File: config.mk
export PLATFORM = sky130hd
export DESIGN_NAME = csdf_mac
export DESIGN_NICKNAME = d
export VERILOG_FILES = /design/src/csdf_pkg.sv /design/src/csdf_mac.sv
export SDC_FILE = /design/constraint.sdc
export NUM_CORES = 1
export LEC_CHECK = 0
export ABC_AREA = 1
export ABC_CLOCK_PERIOD_IN_PS = 20200
export BUFFER_PORTS_ARGS = -buffer_cell sky130_fd_sc_hd__buf_2
export CAP_MARGIN = 20
export CORE_ASPECT_RATIO = 0.6
export CORE_MARGIN = 2
export CORE_UTILIZATION = 40
export DETAILED_ROUTE_END_ITERATION = 16
export PLACE_DENSITY_LB_ADDON = 0.3
export SYNTH_ARGS = -nofsm -noshare
export SYNTH_HDL_FRONTEND = slang
export SYNTH_SLANG_ARGS = --single-unit
File: constraint.sdc
create_clock -name clock -period 20.2 [get_ports clock]
set_input_delay 4.04 -clock clock [delete_from_list [all_inputs] [get_ports clock]]
set_output_delay 4.04 -clock clock [all_outputs]
set_load 0.01 [all_outputs]
File: src/csdf_pkg.sv
// ----------------------------------------------------------------------------
// csdf_pkg
// Grid geometry, fixed point helpers, codes and shared types of the filter.
// ----------------------------------------------------------------------------
`timescale 1ns / 1ps
`default_nettype none

package csdf_pkg;

   localparam int GRID_WIDTH  = 64;
   localparam int GRID_HEIGHT = 48;
   localparam int FRAC_BITS   = 16;

   localparam int NCELLS  = GRID_WIDTH * GRID_HEIGHT;
   localparam int IDX_W   = $clog2(NCELLS);
   localparam int ROW_W   = $clog2(GRID_HEIGHT);
   localparam int COL_W   = $clog2(GRID_WIDTH);
   localparam int NTAPS   = 12;
   localparam int TAP_W   = $clog2(NTAPS);
   localparam int ISSUE_LAST = NTAPS + 2;
   localparam int ISSUE_W = $clog2(ISSUE_LAST + 1);
   localparam int VSUM_W  = IDX_W + 33;
   localparam int ACC_W   = 40;

   localparam int EPS = ((1 << FRAC_BITS) + 50) / 100;
   localparam logic [23:0] FAR_SAMPLE = 24'(100 << 16);
   localparam logic signed [31:0] VEL_ONE = 32'(1 << FRAC_BITS);

   typedef enum logic [1:0] {
      MODE_LOAD = 2'd0,
      MODE_RUN  = 2'd1,
      MODE_READ = 2'd2
   } mode_type;

   typedef enum logic [2:0] {
      CSR_TRACTION = 3'd0,
      CSR_SHEAR    = 3'd1,
      CSR_FLEXION  = 3'd2,
      CSR_PUSH     = 3'd3,
      CSR_STEP     = 3'd4,
      CSR_THRESH   = 3'd5,
      CSR_MAX_ITER = 3'd6,
      CSR_ERASE    = 3'd7
   } csr_index_type;

   typedef enum logic [1:0] {
      KIND_EDGE,
      KIND_DIAG,
      KIND_FLEX
   } kind_type;

   localparam int NBR_DR [NTAPS] = '{-1, 1, 0, 0, -1, -1, 1, 1, -2, 2, 0, 0};
   localparam int NBR_DC [NTAPS] = '{0, 0, -1, 1, -1, 1, 1, -1, 0, 0, -2, 2};
   localparam kind_type NBR_KIND [NTAPS] = '{
      KIND_EDGE, KIND_EDGE, KIND_EDGE, KIND_EDGE,
      KIND_DIAG, KIND_DIAG, KIND_DIAG, KIND_DIAG,
      KIND_FLEX, KIND_FLEX, KIND_FLEX, KIND_FLEX
   };

   typedef struct packed {
      logic               valid;
      logic signed [32:0] operand;
      logic [15:0]        gain;
   } mac_req_type;

   typedef struct packed {
      logic               valid;
      logic signed [33:0] result;
   } mac_rsp_type;

   function automatic logic signed [31:0] sat32(input logic signed [63:0] v);
      if (v > 64'sh0000_0000_7FFF_FFFF) begin
         return 32'sh7FFF_FFFF;
      end
      if (v < $signed(64'hFFFF_FFFF_8000_0000)) begin
         return $signed(32'h8000_0000);
      end
      return v[31:0];
   endfunction

   function automatic logic signed [31:0] sample_to_fix(input logic [23:0] s);
      logic [63:0] v;
      if (FRAC_BITS >= 16) begin
         v = 64'(s) << (FRAC_BITS - 16);
      end else begin
         v = 64'(s) >> (16 - FRAC_BITS);
      end
      if (v > 64'h0000_0000_7FFF_FFFF) begin
         return 32'sh7FFF_FFFF;
      end
      return v[31:0];
   endfunction

endpackage

`default_nettype wire

File: src/csdf_mac.sv
// ----------------------------------------------------------------------------
// csdf_mac
// Shared multiplier: signed operand times Q0.16 gain, rounded half up.
// ----------------------------------------------------------------------------
`timescale 1ns / 1ps
`default_nettype none

module csdf_mac (
   input  logic                 clock,
   input  logic                 reset,
   input  csdf_pkg::mac_req_type mac_req,
   output csdf_pkg::mac_rsp_type mac_rsp
);

   logic signed [49:0] product;
   logic               valid_ff;
   logic signed [33:0] result_ff;

   assign product = $signed(mac_req.operand) * $signed({1'b0, mac_req.gain})
                    + 50'sd32768;

   always_ff @(posedge clock) begin
      if (reset) begin
         valid_ff <= 1'b0;
      end else begin
         valid_ff <= mac_req.valid;
      end
      result_ff <= product[49:16];
   end

   assign mac_rsp.valid  = valid_ff;
   assign mac_rsp.result = result_ff;

endmodule

`default_nettype wire

==> results.sh, run 1 <==
export IMPL_hold_buffers=0
export IMPL_yosysTopAreaCell="fa_1"
export IMPL_postSynth_asyncResetShare=0
export IMPL_rsz0062_at_grt="false"
export IMPL_cts_sinks=35
export IMPL_post_cts_buffers=0
export IMPL_wl_per_cell_um=16.5
export IMPL_fin_crit_sh=0.491
export IMPL_min_from="reset"
export IMPL_crit_top_cell="fa_1"
export IMPL_antenna_found_initial=1
export IMPL_critical_path_buf_inv_count=5
export IMPL_fmax_mhz=101
export IMPL_setup_tns_ns=0
export IMPL_synthTopCellsByArea="fa_1 48%, inv_1 16%, nand2_1 13%, ha_1 8.7%, dfxtp_1 3.3%"
export IMPL_clockRootBuffer="clkbuf_16"
export IMPL_setup_violations=0
export IMPL_synth_seq_cells=35
export IMPL_synthesis_nets=3475
export IMPL_hold_viol_final=0
export IMPL_cts_resized=0
export IMPL_numPortBuffers=86
export IMPL_dp_hpwl_mm=48.8
export IMPL_holdPathEnd="valid_ff"
export IMPL_avgSynthCellArea_um2=7.55
export IMPL_synth_ff_type="dfxtp_1"
export IMPL_worstPathArrival_ns=10.08
export IMPL_ant_nets=0
export IMPL_required_ns=20.37
export IMPL_syn_to_final_growth_pct=4.73
export IMPL_synth_distinct_cells=33
export IMPL_drive_gt1_frac=0.0488
export IMPL_cts_buffer_depth=2
export IMPL_tightest_slew_ns=1.07
export IMPL_cap_violations=0
export IMPL_synth_enable_flop_cells=0
export IMPL_yosysSeqAreaShare=0.0334
export IMPL_drt_wl_total_mm=56.9
export IMPL_syn_area_um2=21000
export IMPL_synthCells=2776
export IMPL_finalCriticalPeriod_ns=9.91
export IMPL_synth_top_area_share=0.480
export IMPL_dieArea_um2=54300
export IMPL_path_class="input port to flop"
export IMPL_ctsHtreeMaxLevel=2
export IMPL_first_pass_iters=6
export IMPL_grt_pass1_vias=17900
export IMPL_cts_buffers=5
export IMPL_place_gp_congestion=0.951
export IMPL_hp_class="input port to flop"
export IMPL_whs_path_depth=2
export IMPL_slowest_stage="fa_1"
export IMPL_initial_core_util=0.408
export IMPL_endpoint_kind="flop"
export IMPL_coreArea_um2=51300
export IMPL_cts_tree="yes"
export IMPL_grt_pass1_wl_mm=95.7
export IMPL_synth_warnings=0
export IMPL_fp_dieH_um=181
export IMPL_remaining_drc_errors=0
export IMPL_nNetsFinal=3445
export IMPL_crit_chain="buf_2 -> nand2_1 -> fa_1 -> inv_1 -> fa_1 -> fa_1 -> inv_1 -> fa_1 -> fa_1 -> fa_1 -> inv_1 -> ha_1 -> inv_1 -> nor3_1 -> nand2_1 -> nor2_1 -> nand3_1 -> nand4_1 -> nand2_1"
export IMPL_synth_top_cells_by_count="901 x inv_1, 739 x nand2_1, 502 x fa_1"
export IMPL_track_usage=0.222
export IMPL_rows=64
export IMPL_path_delay_family="adder cells"
export IMPL_synth_most_common_cell="inv_1"
export IMPL_clk_pin_slew_ns=0.05
export IMPL_grt_max_degree=35
export IMPL_slew_headroom=0.287
export IMPL_slowest_delay_ns=0.79
export IMPL_status="completed"
export IMPL_path_max_fanout=33
export IMPL_overflow=0
export IMPL_drt_initial_drc_count=1262
export IMPL_crit_path_start_kind="input port"
export IMPL_dr_total_vias=16300
export IMPL_final_max_slew_viol_count=0
export IMPL_fillers=5230
export IMPL_io_pins=87
export IMPL_die_w_um=300
export IMPL_via_per_inst=4.75
==> sequential cells by signal (all words and copies together), names as in the netlist <==
signal and flops:
result_ff 34, valid_ff 1
==> kinds of logic (layout without fill, tap and decap cells) <==
group	Yosys count	count (layout)	synth area share
AOI/OAI and AO/OA	115	115	0.0299
xor gates and xnor gates	18	18	0.00752
adders and majority gates	647	647	0.566
buffers and inverters	1032	1002	0.185
DFF	35	35	0.0334
other	0	2	0
and+or+nand+nor	929	929	0.178
==> cells in the final DEF, fill, tap and decap left out, drive strengths merged <==
cell    count
diode       2
o21bai      6
buf        91
a21o        4
nand3b      3
xnor2       8
ha        145
and2        1
nor3        7
o21a        7
nand2     755
a21oi      62
nand4      13
o21ai      34
nor2      104
or2         2
dfxtp      35
a21boi      2
clkbuf      6
and3        1
xor2       10
inv       904
fa        502
nand3      42
nor4        1
clkinv      1
==> metal layers <==
layer	wire length, um	vias to the layer above	global-route usage
met5	0	-	0
met4	743	0	0.0318
met3	4020	60	0.0194
met2	24900	584	0.353
met1	27200	8105	0.335
li1	-	7597	-
==> per-stage QoR <==
step | cells | hold slack (ns) | worst slack [ns] | utilization | area [um2]
finish | 3441 | 3.91 | 10.29 | 0.428 | 21900
global route | 3440 | 3.92 | 9.93 | 0.428 | 21900
CTS | 3439 | 3.90 | 10.25 | 0.428 | 21900
detailed placement | 3432 | 4.20 | 9.95 | 0.425 | 21800
global placement | 3432 | 4.20 | 10.02 | 0.425 | 21800
floorplan | 2776 | 4.11 | 10.88 | - | 21000
==> layout make-up <==
| type | instances | area (um2) | area share |
|---|---|---|---|
| inverter | 904 | 3390 | 0.155 |
| sequential | 35 | 701 | 0.0319 |
| antenna | 2 | 5.00 | 0.000228 |
| clock inverter | 1 | 5.00 | 0.000228 |
| clock buffer | 6 | 139 | 0.00633 |
| multi-input combinational | 1709 | 16400 | 0.746 |
| tap | 693 | 867 | 0.0395 |
| timing repair buffer | 91 | 468 | 0.0213 |
==> how the worst max path moves through the flow <==
| stage | endpoint | depth (start not counted) | slack, ns | from |
|---|---|---|---|---|
| floorplan | result_ff[29] | 20 | 10.88 | mac_req[48] |
| global placement | result_ff[29] | 19 | 10.02 | mac_req[5] |
| detailed placement | result_ff[29] | 19 | 9.95 | mac_req[5] |
| CTS | result_ff[29] | 19 | 10.25 | mac_req[5] |
| global route | result_ff[29] | 20 | 9.93 | mac_req[5] |
| finish | result_ff[33] | 19 | 10.29 | mac_req[5] |
Power of run 1 is not shown: default switching activity piles up to over one toggle a cycle in this logic, so the estimate is an artifact.
==> inputs of run 2 (changes only) <==
--- a/config.mk
+++ b/config.mk
@@ -6,7 +6,7 @@
 export NUM_CORES = 1
 export LEC_CHECK = 0
 export ABC_AREA = 1
-export ABC_CLOCK_PERIOD_IN_PS = 20200
+export ABC_CLOCK_PERIOD_IN_PS = 9900
 export BUFFER_PORTS_ARGS = -buffer_cell sky130_fd_sc_hd__buf_2
 export CAP_MARGIN = 20
 export CORE_ASPECT_RATIO = 0.6
==> constraint.sdc (replaced) <==
create_clock -name clock -period 9.9 [get_ports clock]
set_input_delay 1.98 -clock clock [delete_from_list [all_inputs] [get_ports clock]]
set_output_delay 1.98 -clock clock [all_outputs]
set_load 0.01 [all_outputs]
==> results.sh, run 2 (synthesis results as in run 1) <==
export IMPL_fmax_mhz=127
export IMPL_cts_resized=0
export IMPL_wl_per_cell_um=16.5
export IMPL_cap_violations=0
export IMPL_grt_pass1_vias=17800
export IMPL_path_max_fanout=33
export IMPL_first_pass_iters=5
export IMPL_slew_headroom=0.311
export IMPL_whs_path_depth=2
export IMPL_multiInputGateArea_um2=16400
export IMPL_coreArea_um2=51300
export IMPL_worstPathArrival_ns=8.01
export IMPL_dieArea_um2=54300
export IMPL_ff_latch_area_um2=701
export IMPL_rsz0062_at_grt="false"
export IMPL_via_per_inst=4.69
export IMPL_endpoint_kind="flop"
export IMPL_overflow=0
export IMPL_top_regs="result_ff: 34 flops, valid_ff: 1 flops"
export IMPL_required_ns=10.07
export IMPL_drt_initial_drc_count=1142
export IMPL_finalCriticalPeriod_ns=7.84
export IMPL_clk_pin_slew_ns=0.05
export IMPL_crit_path_start_kind="input port"
export IMPL_path_class="input port to flop"
export IMPL_path_delay_family="adder cells"
export IMPL_fillers=5245
export IMPL_worst_path_stages=19
export IMPL_crit_top_cell="fa_1"
export IMPL_nNetsFinal=3445
export IMPL_dp_hpwl_mm=49.4
export IMPL_fp_dieH_um=181
export IMPL_status="completed"
export IMPL_final_common_cell="inv_1"
export IMPL_die_w_um=300
export IMPL_numPortBuffers=86
export IMPL_slowest_delay_ns=0.81
export IMPL_hold_viol_final=0
export IMPL_hold_buffers=0
export IMPL_post_cts_buffers=0
export IMPL_hp_class="input port to flop"
export IMPL_most_common_layout_cells="901 x inv_1, 739 x nand2_1, 502 x fa_1"
export IMPL_place_gp_congestion=0.956
export IMPL_grt_max_degree=34
export IMPL_final_max_slew_viol_count=0
export IMPL_ant_nets=0
export IMPL_remaining_drc_errors=0
export IMPL_drive_gt1_frac=0.0491
export IMPL_track_usage=0.222
export IMPL_slowest_stage="fa_1"
export IMPL_initial_core_util=0.408
export IMPL_drt_wl_total_mm=57.0
export IMPL_rows=64
export IMPL_largest_register_ff_count=34
export IMPL_setup_tns_ns=0
export IMPL_tightest_slew_ns=1.03
export IMPL_setup_violations=0
export IMPL_top_register="result_ff"
export IMPL_ctsHtreeMaxLevel=2
export IMPL_dr_total_vias=16100
export IMPL_crit_chain="buf_2 -> nand2_1 -> fa_1 -> inv_1 -> fa_1 -> fa_1 -> inv_1 -> fa_1 -> fa_1 -> fa_1 -> inv_1 -> ha_1 -> inv_1 -> nor3_1 -> nand2_1 -> nor2_1 -> nand3_1 -> nand4_1 -> nand2_1"
export IMPL_fin_crit_sh=0.792
export IMPL_grt_pass1_wl_mm=95.7
export IMPL_antenna_found_initial=4
export IMPL_clockRootBuffer="clkbuf_16"
export IMPL_io_pins=87
export IMPL_cts_sinks=35
export IMPL_cts_tree="yes"
export IMPL_critical_path_buf_inv_count=5
export IMPL_cts_buffers=5
export IMPL_syn_to_final_growth_pct=4.89
export IMPL_cts_buffer_depth=2
==> run 2: path summary, 6_finish.rpt <==
path / startpoint / to / slack (ns)
setup / recovery: mac_req[5] / result_ff[32] / 2.06
hold / removal: reset / valid_ff / 1.85
==> run 2: layout make-up <==
cell class,count,area share
inverter,904,0.154
antenna,3,0.000342
clock buffer,6,0.00632
clock inverter,2,0.00159
tap,693,0.0394
multi-input combinational,1709,0.745
timing repair buffer,91,0.0213
sequential,35,0.0319
==> run 2: metrics by stage <==
stage / instances / worst slack [ns] / hold WS (ns) / utilization / instance area (um2)
6_report: 3443 / 2.06 / 1.85 / 0.428 / 22000
3_3_place_gp: 3432 / 1.85 / 2.14 / 0.425 / 21800
3_5_place_dp: 3432 / 1.74 / 2.14 / 0.425 / 21800
4_1_cts: 3440 / 2.01 / 1.85 / 0.428 / 22000
5_1_grt: 3443 / 1.64 / 1.87 / 0.428 / 22000
2_1_floorplan: 2776 / 2.64 / 2.05 / - / 21000
==> run 2: metal layers <==
metal  global-route usage  vias up  part of all wire
li1                     -     7603                 -
met1                0.332     8024              0.48
met4               0.0330        0             0.015
met3               0.0238       51             0.060
met5                    0        -                 0
met2                0.353      461              0.44
Power of run 2 is left out for the same reason.
==> inputs of run 3 (changes only) <==
--- a/config.mk
+++ b/config.mk
@@ -5,8 +5,8 @@
 export SDC_FILE = /design/constraint.sdc
 export NUM_CORES = 1
 export LEC_CHECK = 0
-export ABC_AREA = 1
-export ABC_CLOCK_PERIOD_IN_PS = 9900
+export ABC_AREA = 0
+export ABC_CLOCK_PERIOD_IN_PS = 7700
 export BUFFER_PORTS_ARGS = -buffer_cell sky130_fd_sc_hd__buf_2
 export CAP_MARGIN = 20
 export CORE_ASPECT_RATIO = 0.6
==> constraint.sdc (replaced) <==
create_clock -name clock -period 7.7 [get_ports clock]
set_input_delay 1.54 -clock clock [delete_from_list [all_inputs] [get_ports clock]]
set_output_delay 1.54 -clock clock [all_outputs]
set_load 0.01 [all_outputs]
==> results.sh, run 3 <==
export IMPL_status="completed"
export IMPL_cts_buffer_depth=2
export IMPL_synth_top_area_share=0.523
export IMPL_rsz0062_at_grt="false"
export IMPL_drive_gt1_frac=0.0957
export IMPL_synth_distinct_cells=54
export IMPL_fmax_mhz=133
export IMPL_largest_register_ff_count=34
export IMPL_synthCells=2093
export IMPL_synth_seq_cells=35
export IMPL_postSynth_asyncResetShare=0
export IMPL_clockRootBuffer="clkbuf_16"
export IMPL_grt_pass1_vias=15400
export IMPL_fin_cells=2846
export IMPL_dp_hpwl_mm=46.2
export IMPL_synth_enable_flop_cells=0
export IMPL_clk_pin_slew_ns=0.08
export IMPL_yosys_area_share_simple=0.160
export IMPL_yosysTopAreaCell="fa_1"
export IMPL_coreArea_um2=47600
export IMPL_avgSynthCellArea_um2=9.18
export IMPL_finalCriticalPeriod_ns=7.54
export IMPL_yosysSeqAreaShare=0.0365
export IMPL_cts_sinks=35
export IMPL_drt_initial_drc_count=951
export IMPL_numPortBuffers=86
export IMPL_synth_ff_type="dfxtp_1"
export IMPL_wl_per_cell_um=18.5
export IMPL_remaining_drc_errors=0
export IMPL_ant_nets=0
export IMPL_fin_crit_sh=0.979
export IMPL_grt_pass1_wl_mm=86.3
export IMPL_dieArea_um2=49900
export IMPL_slew_headroom=0.653
export IMPL_fillers=4644
export IMPL_syn_to_final_growth_pct=10.2
export IMPL_grt_max_degree=24
export IMPL_placed_area_um2=21000
export IMPL_hold_viol_final=0
export IMPL_ff_latch_area_um2=701
export IMPL_tightest_slew_ns=0.520
export IMPL_top_register="result_ff"
export IMPL_required_ns=7.92
export IMPL_synth_most_common_cell="inv_1"
export IMPL_antenna_found_initial=1
export IMPL_drt_wl_total_mm=52.7
export IMPL_hold_buffers=0
export IMPL_hp_class="input port to flop"
export IMPL_via_per_inst=4.91
export IMPL_final_common_cell="inv_1"
export IMPL_path_class="input port to flop"
export IMPL_synth_compound_area_frac=0.0411
export IMPL_final_max_slew_viol_count=0
export IMPL_synth_warnings=0
export IMPL_worstPathArrival_ns=7.76
export IMPL_nNetsFinal=2903
export IMPL_rows=62
export IMPL_dr_total_vias=14000
export IMPL_die_w_um=287
export IMPL_endpoint_kind="flop"
export IMPL_place_gp_congestion=0.898
export IMPL_cts_tree="yes"
export IMPL_synthTopCellsByArea="fa_1 52%, inv_1 11%, ha_1 9.4%, and2_1 8.7%, nand2_1 5.6%"
export IMPL_track_usage=0.225
export IMPL_synth_top_cells_by_count="561 x inv_1, 502 x fa_1, 285 x nand2_1"
export IMPL_first_pass_iters=5
export IMPL_synthesis_nets=2792
export IMPL_synthAdderAreaFrac=0.617
export IMPL_final_design_area_no_fill_um2=21200
export IMPL_cap_violations=0
export IMPL_synth_xor_area_frac=0.0168
export IMPL_initial_core_util=0.403
export IMPL_fp_dieH_um=174
export IMPL_dp_cells=2837
export IMPL_path_max_fanout=11
export IMPL_most_common_layout_cells="561 x inv_1, 502 x fa_1, 285 x nand2_1"
export IMPL_ctsHtreeMaxLevel=2
export IMPL_synth_top_family_by_area="adder cells"
export IMPL_syn_area_um2=19200
export IMPL_overflow=0
export IMPL_synth_area_mux_share=0.00104
export IMPL_crit_path_start_kind="input port"
export IMPL_whs_path_depth=2
export IMPL_multiInputGateArea_um2=16100
export IMPL_top_regs="result_ff: 34 flops, valid_ff: 1 flops"
export IMPL_cts_buffers=5
export IMPL_io_pins=87
export IMPL_setup_violations=0
-- run 3: changes by cell type after synthesis, moves of 20 or more --
cell      before  now
nand3_1       41    8
nor2_1        95   22
nand2_1      739  285
a21oi_1       62   32
clkbuf_1     125   83
inv_1        901  561
o21ai_0       29    9
and2_1         1  267
-- run 3: final cells by class --
cell class                      count  share of cell area
Sequential cell                    35              0.0331
Inverter                          561              0.0994
Timing Repair Buffer              190              0.0618
Clock buffer                        5             0.00591
Clock inverter                      3             0.00224
Tap cell                          640              0.0378
Multi-Input combinational cell   1411               0.760
Antenna cell                        1            0.000118
-- run 3: through the flow --
step	hold slack (ns)	setup WS (ns)	util	TNS [ns]
6_report	1.37	0.160	0.445	0
5_1_grt	1.37	0.0123	0.445	0
4_1_cts	1.35	0.0378	0.444	0
3_5_place_dp	1.70	-0.361	0.441	-1.85
3_3_place_gp	1.69	-0.188	0.441	-0.461
2_1_floorplan	1.61	0.551	-	0
-- run 3: routing by layer --
| metal | routed length, um | vias to the layer above | global-route usage |
|---|---|---|---|
| li1 | - | 6221 | - |
| met1 | 25900 | 7174 | 0.354 |
| met2 | 20900 | 537 | 0.312 |
| met3 | 5290 | 32 | 0.0625 |
| met4 | 602 | 0 | 0.0332 |
| met5 | 0 | - | 0 |
-- run 3: worst max-delay path, stage by stage --
cell and delay [ns]:
buf_2 0.21, buf_12 0.19, and2_1 0.17, fa_1 0.50, inv_1 0.06, fa_1 0.47
fa_1 0.53, inv_1 0.06, fa_1 0.49, fa_1 0.50, inv_1 0.05, fa_1 0.50
inv_1 0.06, ha_1 0.35, nand4_1 0.23, a21o_1 0.24, a41oi_2 0.35, buf_4 0.22
o21ai_2 0.09, o41ai_4 0.37, a21bo_2 0.23, nor2_1 0.06, a211o_1 0.26
-- run 3: what timing repair did --
item | 4_1_cts | 5_1_grt
gates resized for setup | 1 | 4
endpoints found under the setup margin | 1 | 8
setup buffers | 0 | 0
-- run 3: final timing paths --
path            end  slack, ns  startpoint
max   result_ff[22]       0.16  mac_req[6]
min        valid_ff       1.37       reset
-- run 3: kinds of logic (layout without fill, tap and decap cells) --
logic type               Yosys count  after routing
adder cells (fa/ha/maj)          647            647
AO/OA/AOI/OAI                    109            109
XOR/XNOR                          36             36
flip-flops                        35             35
AND/OR/NAND/NOR                  617            617
buffers and inverters            647            759
other                              0              1
multiplexers                       2              2
Power of run 3 is left out for the same reason.
